==> config.mk <==
export PLATFORM = sky130hd
export DESIGN_NAME = framed_packet_receiver_crc16
export DESIGN_NICKNAME = d
export VERILOG_FILES = /design/src/rtl/core/frx_pkg.sv /design/src/rtl/core/frx_dpath.sv /design/src/rtl/core/frx_ctrl.sv /design/src/rtl/core/framed_packet_receiver_crc16.sv
export SDC_FILE = /design/constraint.sdc
export NUM_CORES = 1
export LEC_CHECK = 0
export BUFFER_PORTS_ARGS = -buffer_cell sky130_fd_sc_hd__clkbuf_2
export CORE_MARGIN = 2
export CORE_UTILIZATION = 45
export DETAILED_ROUTE_END_ITERATION = 8
export GPL_ROUTABILITY_DRIVEN = 0
export PLACE_DENSITY = 0.6
export SLEW_MARGIN = 20
export SYNTH_ARGS = -nofsm -noshare
export SYNTH_HDL_FRONTEND = slang
export SYNTH_SLANG_ARGS = --single-unit
==> constraint.sdc <==
create_clock -name clk -period 5.6 [get_ports clk]
set_clock_uncertainty 0.2 [all_clocks]
set_input_delay 0.28 -clock clk [delete_from_list [all_inputs] [get_ports clk]]
set_output_delay 0.28 -clock clk [all_outputs]
set_load 0.005 [all_outputs]
==> src/rtl/core/frx_pkg.sv <==
package frx_pkg;

	// Result tdata width: the packed fields fit in 32 bits for every store depth up to 64 bytes.
	localparam int TDATA_W = 32;

	// Commands from the controller to the datapath, at most one active per cycle.
	typedef struct packed {
		logic cap_cmd;      // hold the command byte
		logic start_frame;  // hold the length, clear the CRC and the byte pointer
		logic data_wr;      // store a payload byte and fold it into the CRC
		logic cap_chk_hi;   // hold the high byte of the received check
		logic emit_empty;   // load the output register with an empty-frame result
		logic emit_start;   // rewind the byte pointer for delivery
		logic emit_rd;      // read the payload store at the byte pointer
		logic emit_load;    // load the output register with the byte just read
	} frx_cmd_t;

	// Status from the datapath back to the controller.
	typedef struct packed {
		logic in_zero;      // the incoming byte is zero
		logic len_over;     // the incoming length exceeds the store depth
		logic len_zero;     // the incoming length is zero
		logic left_zero;    // every payload byte of the frame has arrived
		logic crc_match;    // the received check equals the computed CRC
		logic idx_last;     // the byte pointer sits on the final payload byte
		logic out_free;     // the output register can take a result this cycle
	} frx_status_t;

endpackage

==> src/rtl/core/frx_dpath.sv <==
module frx_dpath #(
	parameter int MAX_PAYLOAD = 32,
	parameter int LEN_W       = 6,
	parameter int IDX_W       = 5,
	parameter int TDATA_W     = 32
) (
	input  logic                 clk,
	input  logic                 arst_n,
	input  frx_pkg::frx_cmd_t    cmd,
	output frx_pkg::frx_status_t status,
	input  logic [7:0]           rx_byte,
	output logic [TDATA_W-1:0]   out_tdata,
	output logic                 out_tuser,
	output logic                 out_tlast,
	output logic                 out_tvalid,
	input  logic                 out_tready
);

	localparam logic [15:0] CRC_POLY = 16'hA001;

	function automatic logic [15:0] crc_arc_byte(input logic [15:0] crc_in,
		input logic [7:0] data);
		logic [15:0] c;
		c = crc_in ^ {8'h00, data};
		for (int b = 0; b < 8; b++) begin
			if (c[0]) begin
				c = (c >> 1) ^ CRC_POLY;
			end else begin
				c = c >> 1;
			end
		end
		return c;
	endfunction

	logic [7:0]       command_q;
	logic [LEN_W-1:0] length_q;
	logic [LEN_W-1:0] ptr_q;
	logic [15:0]      crc_q;
	logic [7:0]       chk_hi_q;
	logic [7:0]       rd_data_q;
	logic [7:0]       payload_mem [MAX_PAYLOAD];

	logic [7:0]       out_cmd_q;
	logic [LEN_W-1:0] out_len_q;
	logic [IDX_W-1:0] out_idx_q;
	logic [7:0]       out_data_q;
	logic             out_has_q;
	logic             out_last_q;
	logic             out_valid_q;

	logic             out_free;
	logic             out_load;

	assign out_free = !out_valid_q || out_tready;
	assign out_load = cmd.emit_empty || cmd.emit_load;

	always_comb begin
		status.in_zero   = (rx_byte == 8'h00);
		status.len_over  = (rx_byte > 8'(MAX_PAYLOAD));
		status.len_zero  = (rx_byte == 8'h00);
		status.left_zero = (ptr_q == length_q);
		status.crc_match = ({chk_hi_q, rx_byte} == crc_q);
		status.idx_last  = ((ptr_q + LEN_W'(1)) == length_q);
		status.out_free  = out_free;
	end

	always_ff @(posedge clk or negedge arst_n) begin
		if (!arst_n) begin
			command_q <= '0;
			length_q  <= '0;
			ptr_q     <= '0;
			crc_q     <= '0;
			chk_hi_q  <= '0;
		end else begin
			if (cmd.cap_cmd) begin
				command_q <= rx_byte;
			end
			if (cmd.start_frame) begin
				length_q <= rx_byte[LEN_W-1:0];
				ptr_q    <= '0;
				crc_q    <= '0;
			end
			if (cmd.emit_empty) begin
				length_q <= '0;
			end
			if (cmd.data_wr) begin
				crc_q <= crc_arc_byte(crc_q, rx_byte);
				ptr_q <= ptr_q + LEN_W'(1);
			end
			if (cmd.cap_chk_hi) begin
				chk_hi_q <= rx_byte;
			end
			if (cmd.emit_start) begin
				ptr_q <= '0;
			end
			if (cmd.emit_load) begin
				ptr_q <= ptr_q + LEN_W'(1);
			end
		end
	end

	always_ff @(posedge clk) begin
		if (cmd.data_wr) begin
			payload_mem[ptr_q[IDX_W-1:0]] <= rx_byte;
		end
		if (cmd.emit_rd) begin
			rd_data_q <= payload_mem[ptr_q[IDX_W-1:0]];
		end
	end

	always_ff @(posedge clk or negedge arst_n) begin
		if (!arst_n) begin
			out_valid_q <= 1'b0;
		end else if (out_load) begin
			out_valid_q <= 1'b1;
		end else if (out_tready) begin
			out_valid_q <= 1'b0;
		end
	end

	always_ff @(posedge clk) begin
		if (cmd.emit_empty) begin
			out_cmd_q  <= command_q;
			out_len_q  <= '0;
			out_idx_q  <= '0;
			out_data_q <= '0;
			out_has_q  <= 1'b0;
			out_last_q <= 1'b1;
		end else if (cmd.emit_load) begin
			out_cmd_q  <= command_q;
			out_len_q  <= length_q;
			out_idx_q  <= ptr_q[IDX_W-1:0];
			out_data_q <= rd_data_q;
			out_has_q  <= 1'b1;
			out_last_q <= status.idx_last;
		end
	end

	assign out_tdata  = TDATA_W'({out_data_q, out_idx_q, out_len_q, out_cmd_q});
	assign out_tuser  = out_has_q;
	assign out_tlast  = out_last_q;
	assign out_tvalid = out_valid_q;

endmodule

==> src/rtl/core/frx_ctrl.sv <==
module frx_ctrl (
	input  logic                 clk,
	input  logic                 arst_n,
	input  logic                 in_valid,
	output logic                 in_ready,
	input  frx_pkg::frx_status_t status,
	output frx_pkg::frx_cmd_t    cmd
);

	typedef enum logic [2:0] {
		ST_WAIT,
		ST_LEN,
		ST_DATA,
		ST_CHECK,
		ST_EMIT_RD,
		ST_EMIT_LD
	} state_t;

	state_t state_q;
	logic   in_acc;

	// The length byte may finish an empty frame, so it waits for a free output slot.
	always_comb begin
		unique case (state_q) inside
			ST_WAIT, ST_DATA, ST_CHECK: in_ready = 1'b1;
			ST_LEN:                     in_ready = status.out_free;
			default:                    in_ready = 1'b0;
		endcase
	end

	assign in_acc = in_valid && in_ready;

	always_comb begin
		cmd = '0;
		unique case (state_q)
			ST_WAIT: begin
				cmd.cap_cmd = in_acc && !status.in_zero;
			end
			ST_LEN: begin
				cmd.emit_empty  = in_acc && status.len_zero;
				cmd.start_frame = in_acc && !status.len_zero && !status.len_over;
			end
			ST_DATA: begin
				cmd.data_wr    = in_acc && !status.left_zero;
				cmd.cap_chk_hi = in_acc && status.left_zero;
			end
			ST_CHECK: begin
				cmd.emit_start = in_acc && status.crc_match;
			end
			ST_EMIT_RD: begin
				cmd.emit_rd = 1'b1;
			end
			ST_EMIT_LD: begin
				cmd.emit_load = status.out_free;
			end
			default: begin
				cmd = '0;
			end
		endcase
	end

	always_ff @(posedge clk or negedge arst_n) begin
		if (!arst_n) begin
			state_q <= ST_WAIT;
		end else begin
			unique case (state_q)
				ST_WAIT: begin
					if (in_acc && !status.in_zero) begin
						state_q <= ST_LEN;
					end
				end
				ST_LEN: begin
					if (in_acc) begin
						if (status.len_over || status.len_zero) begin
							state_q <= ST_WAIT;
						end else begin
							state_q <= ST_DATA;
						end
					end
				end
				ST_DATA: begin
					if (in_acc && status.left_zero) begin
						state_q <= ST_CHECK;
					end
				end
				ST_CHECK: begin
					if (in_acc) begin
						state_q <= status.crc_match ? ST_EMIT_RD : ST_WAIT;
					end
				end
				ST_EMIT_RD: begin
					state_q <= ST_EMIT_LD;
				end
				ST_EMIT_LD: begin
					if (status.out_free) begin
						state_q <= status.idx_last ? ST_WAIT : ST_EMIT_RD;
					end
				end
				default: begin
					state_q <= ST_WAIT;
				end
			endcase
		end
	end

endmodule

==> src/rtl/core/framed_packet_receiver_crc16.sv <==
// Input: one byte per cycle, but none while a good frame is delivered; a length byte waits
// while the output register is still full. An empty frame's result is loaded into the output
// register at the edge accepting its length. After a good frame's low check byte, each of
// its results takes a store read, then an output load that waits for a free output register.
// Reset (arst_n low, asynchronous) returns the receiver to waiting for a command byte and
// empties the output register; the payload store is not cleared.
module framed_packet_receiver_crc16 #(
	parameter int MAX_PAYLOAD = 32
) (
	input  logic                         clk,
	input  logic                         arst_n,
	// Received byte stream.
	input  logic                         s_axis_tvalid,
	output logic                         s_axis_tready,
	input  logic [7:0]                   s_axis_tdata,   // [7:0] rx_byte
	// Delivered frame results.
	output logic                         m_axis_tvalid,
	input  logic                         m_axis_tready,
	// From bit 0: command (8), length (LEN_W), byte_index (IDX_W), data_byte (8), zero fill.
	output logic [frx_pkg::TDATA_W-1:0]  m_axis_tdata,
	output logic                         m_axis_tuser,   // [0] has_data
	output logic                         m_axis_tlast
);

	// Field widths follow from the payload store depth.
	localparam int LEN_W = $clog2(MAX_PAYLOAD + 1);
	localparam int IDX_W = (MAX_PAYLOAD > 1) ? $clog2(MAX_PAYLOAD) : 1;

	// The receiver is split into a controller, which walks the frame format
	// (command, length, payload, check high byte, check low byte) and then
	// sequences delivery, and a datapath, which holds the frame fields, the
	// payload store, the CRC-16/ARC accumulator and the output register.
	//
	// Zero bytes are skipped while a command is awaited. A length above
	// MAX_PAYLOAD drops the frame. A zero length produces a single empty
	// result at once. Otherwise each payload byte is written to the store and
	// folded into the CRC in the cycle its transaction completes. When the
	// two check bytes match the CRC, the stored bytes are read back in order
	// and delivered, the final one flagged with tlast. A mismatch drops the
	// frame without any output.
	//
	// The output register lets the receiver take new bytes while the last
	// result of a frame still waits for the downstream side.

	frx_pkg::frx_cmd_t    cmd;
	frx_pkg::frx_status_t status;

	frx_ctrl u_ctrl (
		.clk      (clk),
		.arst_n   (arst_n),
		.in_valid (s_axis_tvalid),
		.in_ready (s_axis_tready),
		.status   (status),
		.cmd      (cmd)
	);

	frx_dpath #(
		.MAX_PAYLOAD (MAX_PAYLOAD),
		.LEN_W       (LEN_W),
		.IDX_W       (IDX_W),
		.TDATA_W     (frx_pkg::TDATA_W)
	) u_dpath (
		.clk        (clk),
		.arst_n     (arst_n),
		.cmd        (cmd),
		.status     (status),
		.rx_byte    (s_axis_tdata),
		.out_tdata  (m_axis_tdata),
		.out_tuser  (m_axis_tuser),
		.out_tlast  (m_axis_tlast),
		.out_tvalid (m_axis_tvalid),
		.out_tready (m_axis_tready)
	);

endmodule
==> results.yml <==
run_status:
  status: "completed"
routing:
  vias: 7127
  avgRoutedWirePerCell_um: 24.4
  via_per_inst: 5.81
  drtIter0Drc: 699
  drc_errors: 0
  totalWireLength_mm: 29.9
  firstDrtPassIters: 5
  drt.antenna.violating_nets: 0
synth:
  synth_warnings: 0
  synth_cell_types: 49
  syn-cell-area_sq_mm: 0.0136
  avgSynthCellArea_sq_um: 17.9
  synth.yosys.seq_area_share_pct: 72.1
  synthCells: 759
  synth-seq-cells: 341
  synthArstFlopShare_pct: 14.1
  ys.flop_type: "edfxtp_1"
  synth_edf_count: 272
pwr:
  p_comb_share_pct: 25.2
  leakage_nw: 5.33
  netSwitchingFraction_pct: 28.9
  finalPower_w: 0.00730
  power.clock.fraction_pct: 31.2
  pwr-share-seq_pct: 43.6
  p_per_area_mw_per_mm2: 475
  peakVddDrop_mv: 0.269
  p_switching_w: 0.00211
  p_int_w: 0.00518
clock_network:
  cts_tree: "done"
  cts_buffers: 37
  cts.sinks: 341
  cts_max_level: 2
  clk_latency_ps: 520
  postCtsSetupBuffers: 0
  cts_root_buf: "clkbuf_16"
  cts.clk_slew.worst_paths_ps: 60
  clock_path_buffers: 3
critical_path:
  crit_path_end_kind: "flop"
  startpoint: "u_dpath.ptr_q[0]$_DFFE_PN0P_"
  r2r_start: "u_dpath.ptr_q[0]$_DFFE_PN0P_"
  r2r-end: "u_dpath.payload_mem[31][7]$_DFFE_PP_"
  crit_type: "reg -> reg"
  worst_path_largest_cell_delay_ps: 910
  cp.required_ps: 5540
  crit_slowest_cell: "dfrtp_4"
  crit_chain: "xnor2_1, nand4_1, o21a_1, buf_4, nand2_1, nor2_1"
  path_max_fanout: 36
  worstPathArrival_ps: 3340
  reg2reg_depth: 6
  start_kind: "flop"
  crit_end: "u_dpath.payload_mem[31][7]$_DFFE_PP_"
  r2r_slack_ps: 2200
placement:
  hpwl_mm: 18.6
  dp_slack_ps: 2180
  portBuffers: 42
floorplan:
  num_rows: 63
  die_area_sq_mm: 0.0316
  core_area_sq_mm: 0.0297
  ios: 48
  fp.dieH_um: 178
  initial_utilization_pct: 45.7
  chipWidth_um: 178
timing:
  final.setup.tns_ps: 0
  clock.fmax_mhz: 294
  maxSlewHeadroom_pct: 30.8
  slew_viol_final: 0
  layout_min_cycle_time_ps: 3400
  fin_crit_sh_pct: 60.6
  rsz0062_at_grt: "false"
  setup_viol: 0
  hold_viol_final: 0
  layout_setup_ws_ps: 2200
  worstMarginPinSlew_ps: 1040
layout:
  mostFrequentLayoutCell: "edfxtp_1"
  final_layout_size_suffix_gt1_share_pct: 23.6
  diodes: 0
  seqCellArea_sq_mm: 0.00979
  syn_to_final_growth_pct: 13.0
  multiInputGateArea_sq_mm: 0.00356
  mostFrequentLayoutCells: "edfxtp_1, mux4_2, dfrtp_1"
  fillers: 2389
  fin_nets: 834
flow_run:
  maxCapViolations: 0
global_routing:
  grtUsageMet2_pct: 30.4
  grt_pass1_vias: 7225
  grt_max_degree: 69
  use_met3_pct: 2.96
  gr-total-overflow: 0
  track_usage_pct: 19.5
  busiest_layer: "met2"
  antenna_found_initial: 0
  grt_first_pass_wirelength_mm: 45.5
  gr-usage-met1_pct: 29.6
min_path:
  hold_class: "in -> reg"
-- sequential cells by signal, summed over array words and instances (netlist names), 5 cells and up --
signal               cells
u_dpath.payload_mem    256
u_dpath.crc_q           16
u_dpath.chk_hi_q         8
u_dpath.command_q        8
u_dpath.out_cmd_q        8
u_dpath.out_data_q       8
u_dpath.rd_data_q        8
u_dpath.length_q         6
u_dpath.out_len_q        6
u_dpath.ptr_q            6
u_dpath.out_idx_q        5
-- Yosys cell counts (2+ instances only) --
library cell,instances,area share (%)
buf_4,5,0.28
nand2_1,40,1.1
nor2b_1,6,0.28
and2_1,2,0.092
and3b_1,3,0.19
dfxtp_1,21,3.1
o22ai_1,9,0.41
mux4_2,64,11
nor2_1,12,0.33
nand3_1,6,0.22
xor3_1,3,0.53
mux2_2,16,1.3
ha_1,8,0.74
xor2_1,5,0.32
inv_1,7,0.19
o21a_1,2,0.11
dfrtp_1,48,8.8
and3_1,33,1.5
buf_1,4,0.11
a21oi_1,6,0.22
buf_2,8,0.29
nand2b_1,3,0.14
nor3_1,11,0.41
nand4_1,11,0.51
xnor2_1,28,1.8
a31o_2,2,0.13
clkbuf_1,31,0.86
o21ai_1,3,0.11
a22o_1,23,1.5
edfxtp_1,272,60
o21ai_0,18,0.66
a22oi_1,32,1.8
-- area by class of cell --
class / instances / area share [%]
Timing Repair Buffer: 61 / 2.35
Clock inverter: 20 / 1.14
Clock buffer: 41 / 6.13
Tap cell: 390 / 3.18
Multi-Input combinational cell: 366 / 23.2
Sequential cell: 341 / 63.8
Inverter: 7 / 0.171
-- per-stage QoR --
stage | hold WS [ps] | cells | area (sq um) | util, %
after floorplan | -216 | 763 | 13600 | -
after global placement | 208 | 1162 | 14200 | 47.8
after detailed placement | 226 | 1162 | 14200 | 47.8
after CTS | 141 | 1226 | 15300 | 51.6
after global routing | 161 | 1226 | 15300 | 51.6
final | 155 | 1226 | 15300 | 51.6
-- kinds of logic after synthesis --
family	Yosys count	share of synthesized area (%)
other	1	0.0276
AO/OA/AOI/OAI	100	5.22
buffers and inverters	56	1.81
flip-flops	341	72.1
multiplexers	80	11.9
AND/OR/NAND/NOR	136	5.37
adder cells (fa/ha/maj)	8	0.737
XOR/XNOR	37	2.82
-- per-layer routing --
layer / part of all wire [%] / up-vias / wire, um
li1: - / 3139 / -
met1: 47 / 3746 / 14000
met2: 47 / 207 / 14200
met3: 4.4 / 35 / 1310
met4: 1.5 / 0 / 448
met5: 0 / - / 0
-- critical path, delay by kind of cell, from the launching register on --
| kind | cells | cell delay, ps |
|---|---|---|
| AND/OR/NAND/NOR | 3 | 850 |
| XOR/XNOR | 1 | 180 |
| AO/OA/AOI/OAI | 1 | 590 |
| flip-flops | 1 | 910 |
| buffers and inverters | 1 | 300 |
-- power by group through the flow --
stage	Sequential [W]	Combinational [W]	Clock (W)
6_report	0.00318	0.00184	0.00227
5_1_grt	0.00321	0.00197	0.00242
4_1_cts	0.00318	0.00185	0.00231
3_5_place_dp	0.00323	0.00183	0
3_3_place_gp	0.00322	0.00181	0
2_1_floorplan	0.00308	0.00144	0
-- how the worst min path moves through the flow --
stage	endpoint	from	depth (start not counted)	slack (ps)
detailed placement	u_dpath.command_q[2]$_DFFE_PN0P_	arst_n	2	230
global route	u_dpath.payload_mem[2][2]$_DFFE_PP_	s_axis_tdata[2]	2	160
floorplan	u_ctrl.state_q[0]$_DFFE_PN0P_	arst_n	0	-220
global placement	u_dpath.command_q[3]$_DFFE_PN0P_	arst_n	2	210
CTS	u_dpath.payload_mem[1][2]$_DFFE_PP_	s_axis_tdata[2]	2	140
finish	u_dpath.payload_mem[20][2]$_DFFE_PP_	s_axis_tdata[2]	2	150
-- what timing repair did --
item	in CTS	in global routing
endpoints found under the hold margin	51	0
hold buffers	3	0
resized for setup	0	0
(Power assumes the default switching activity.)
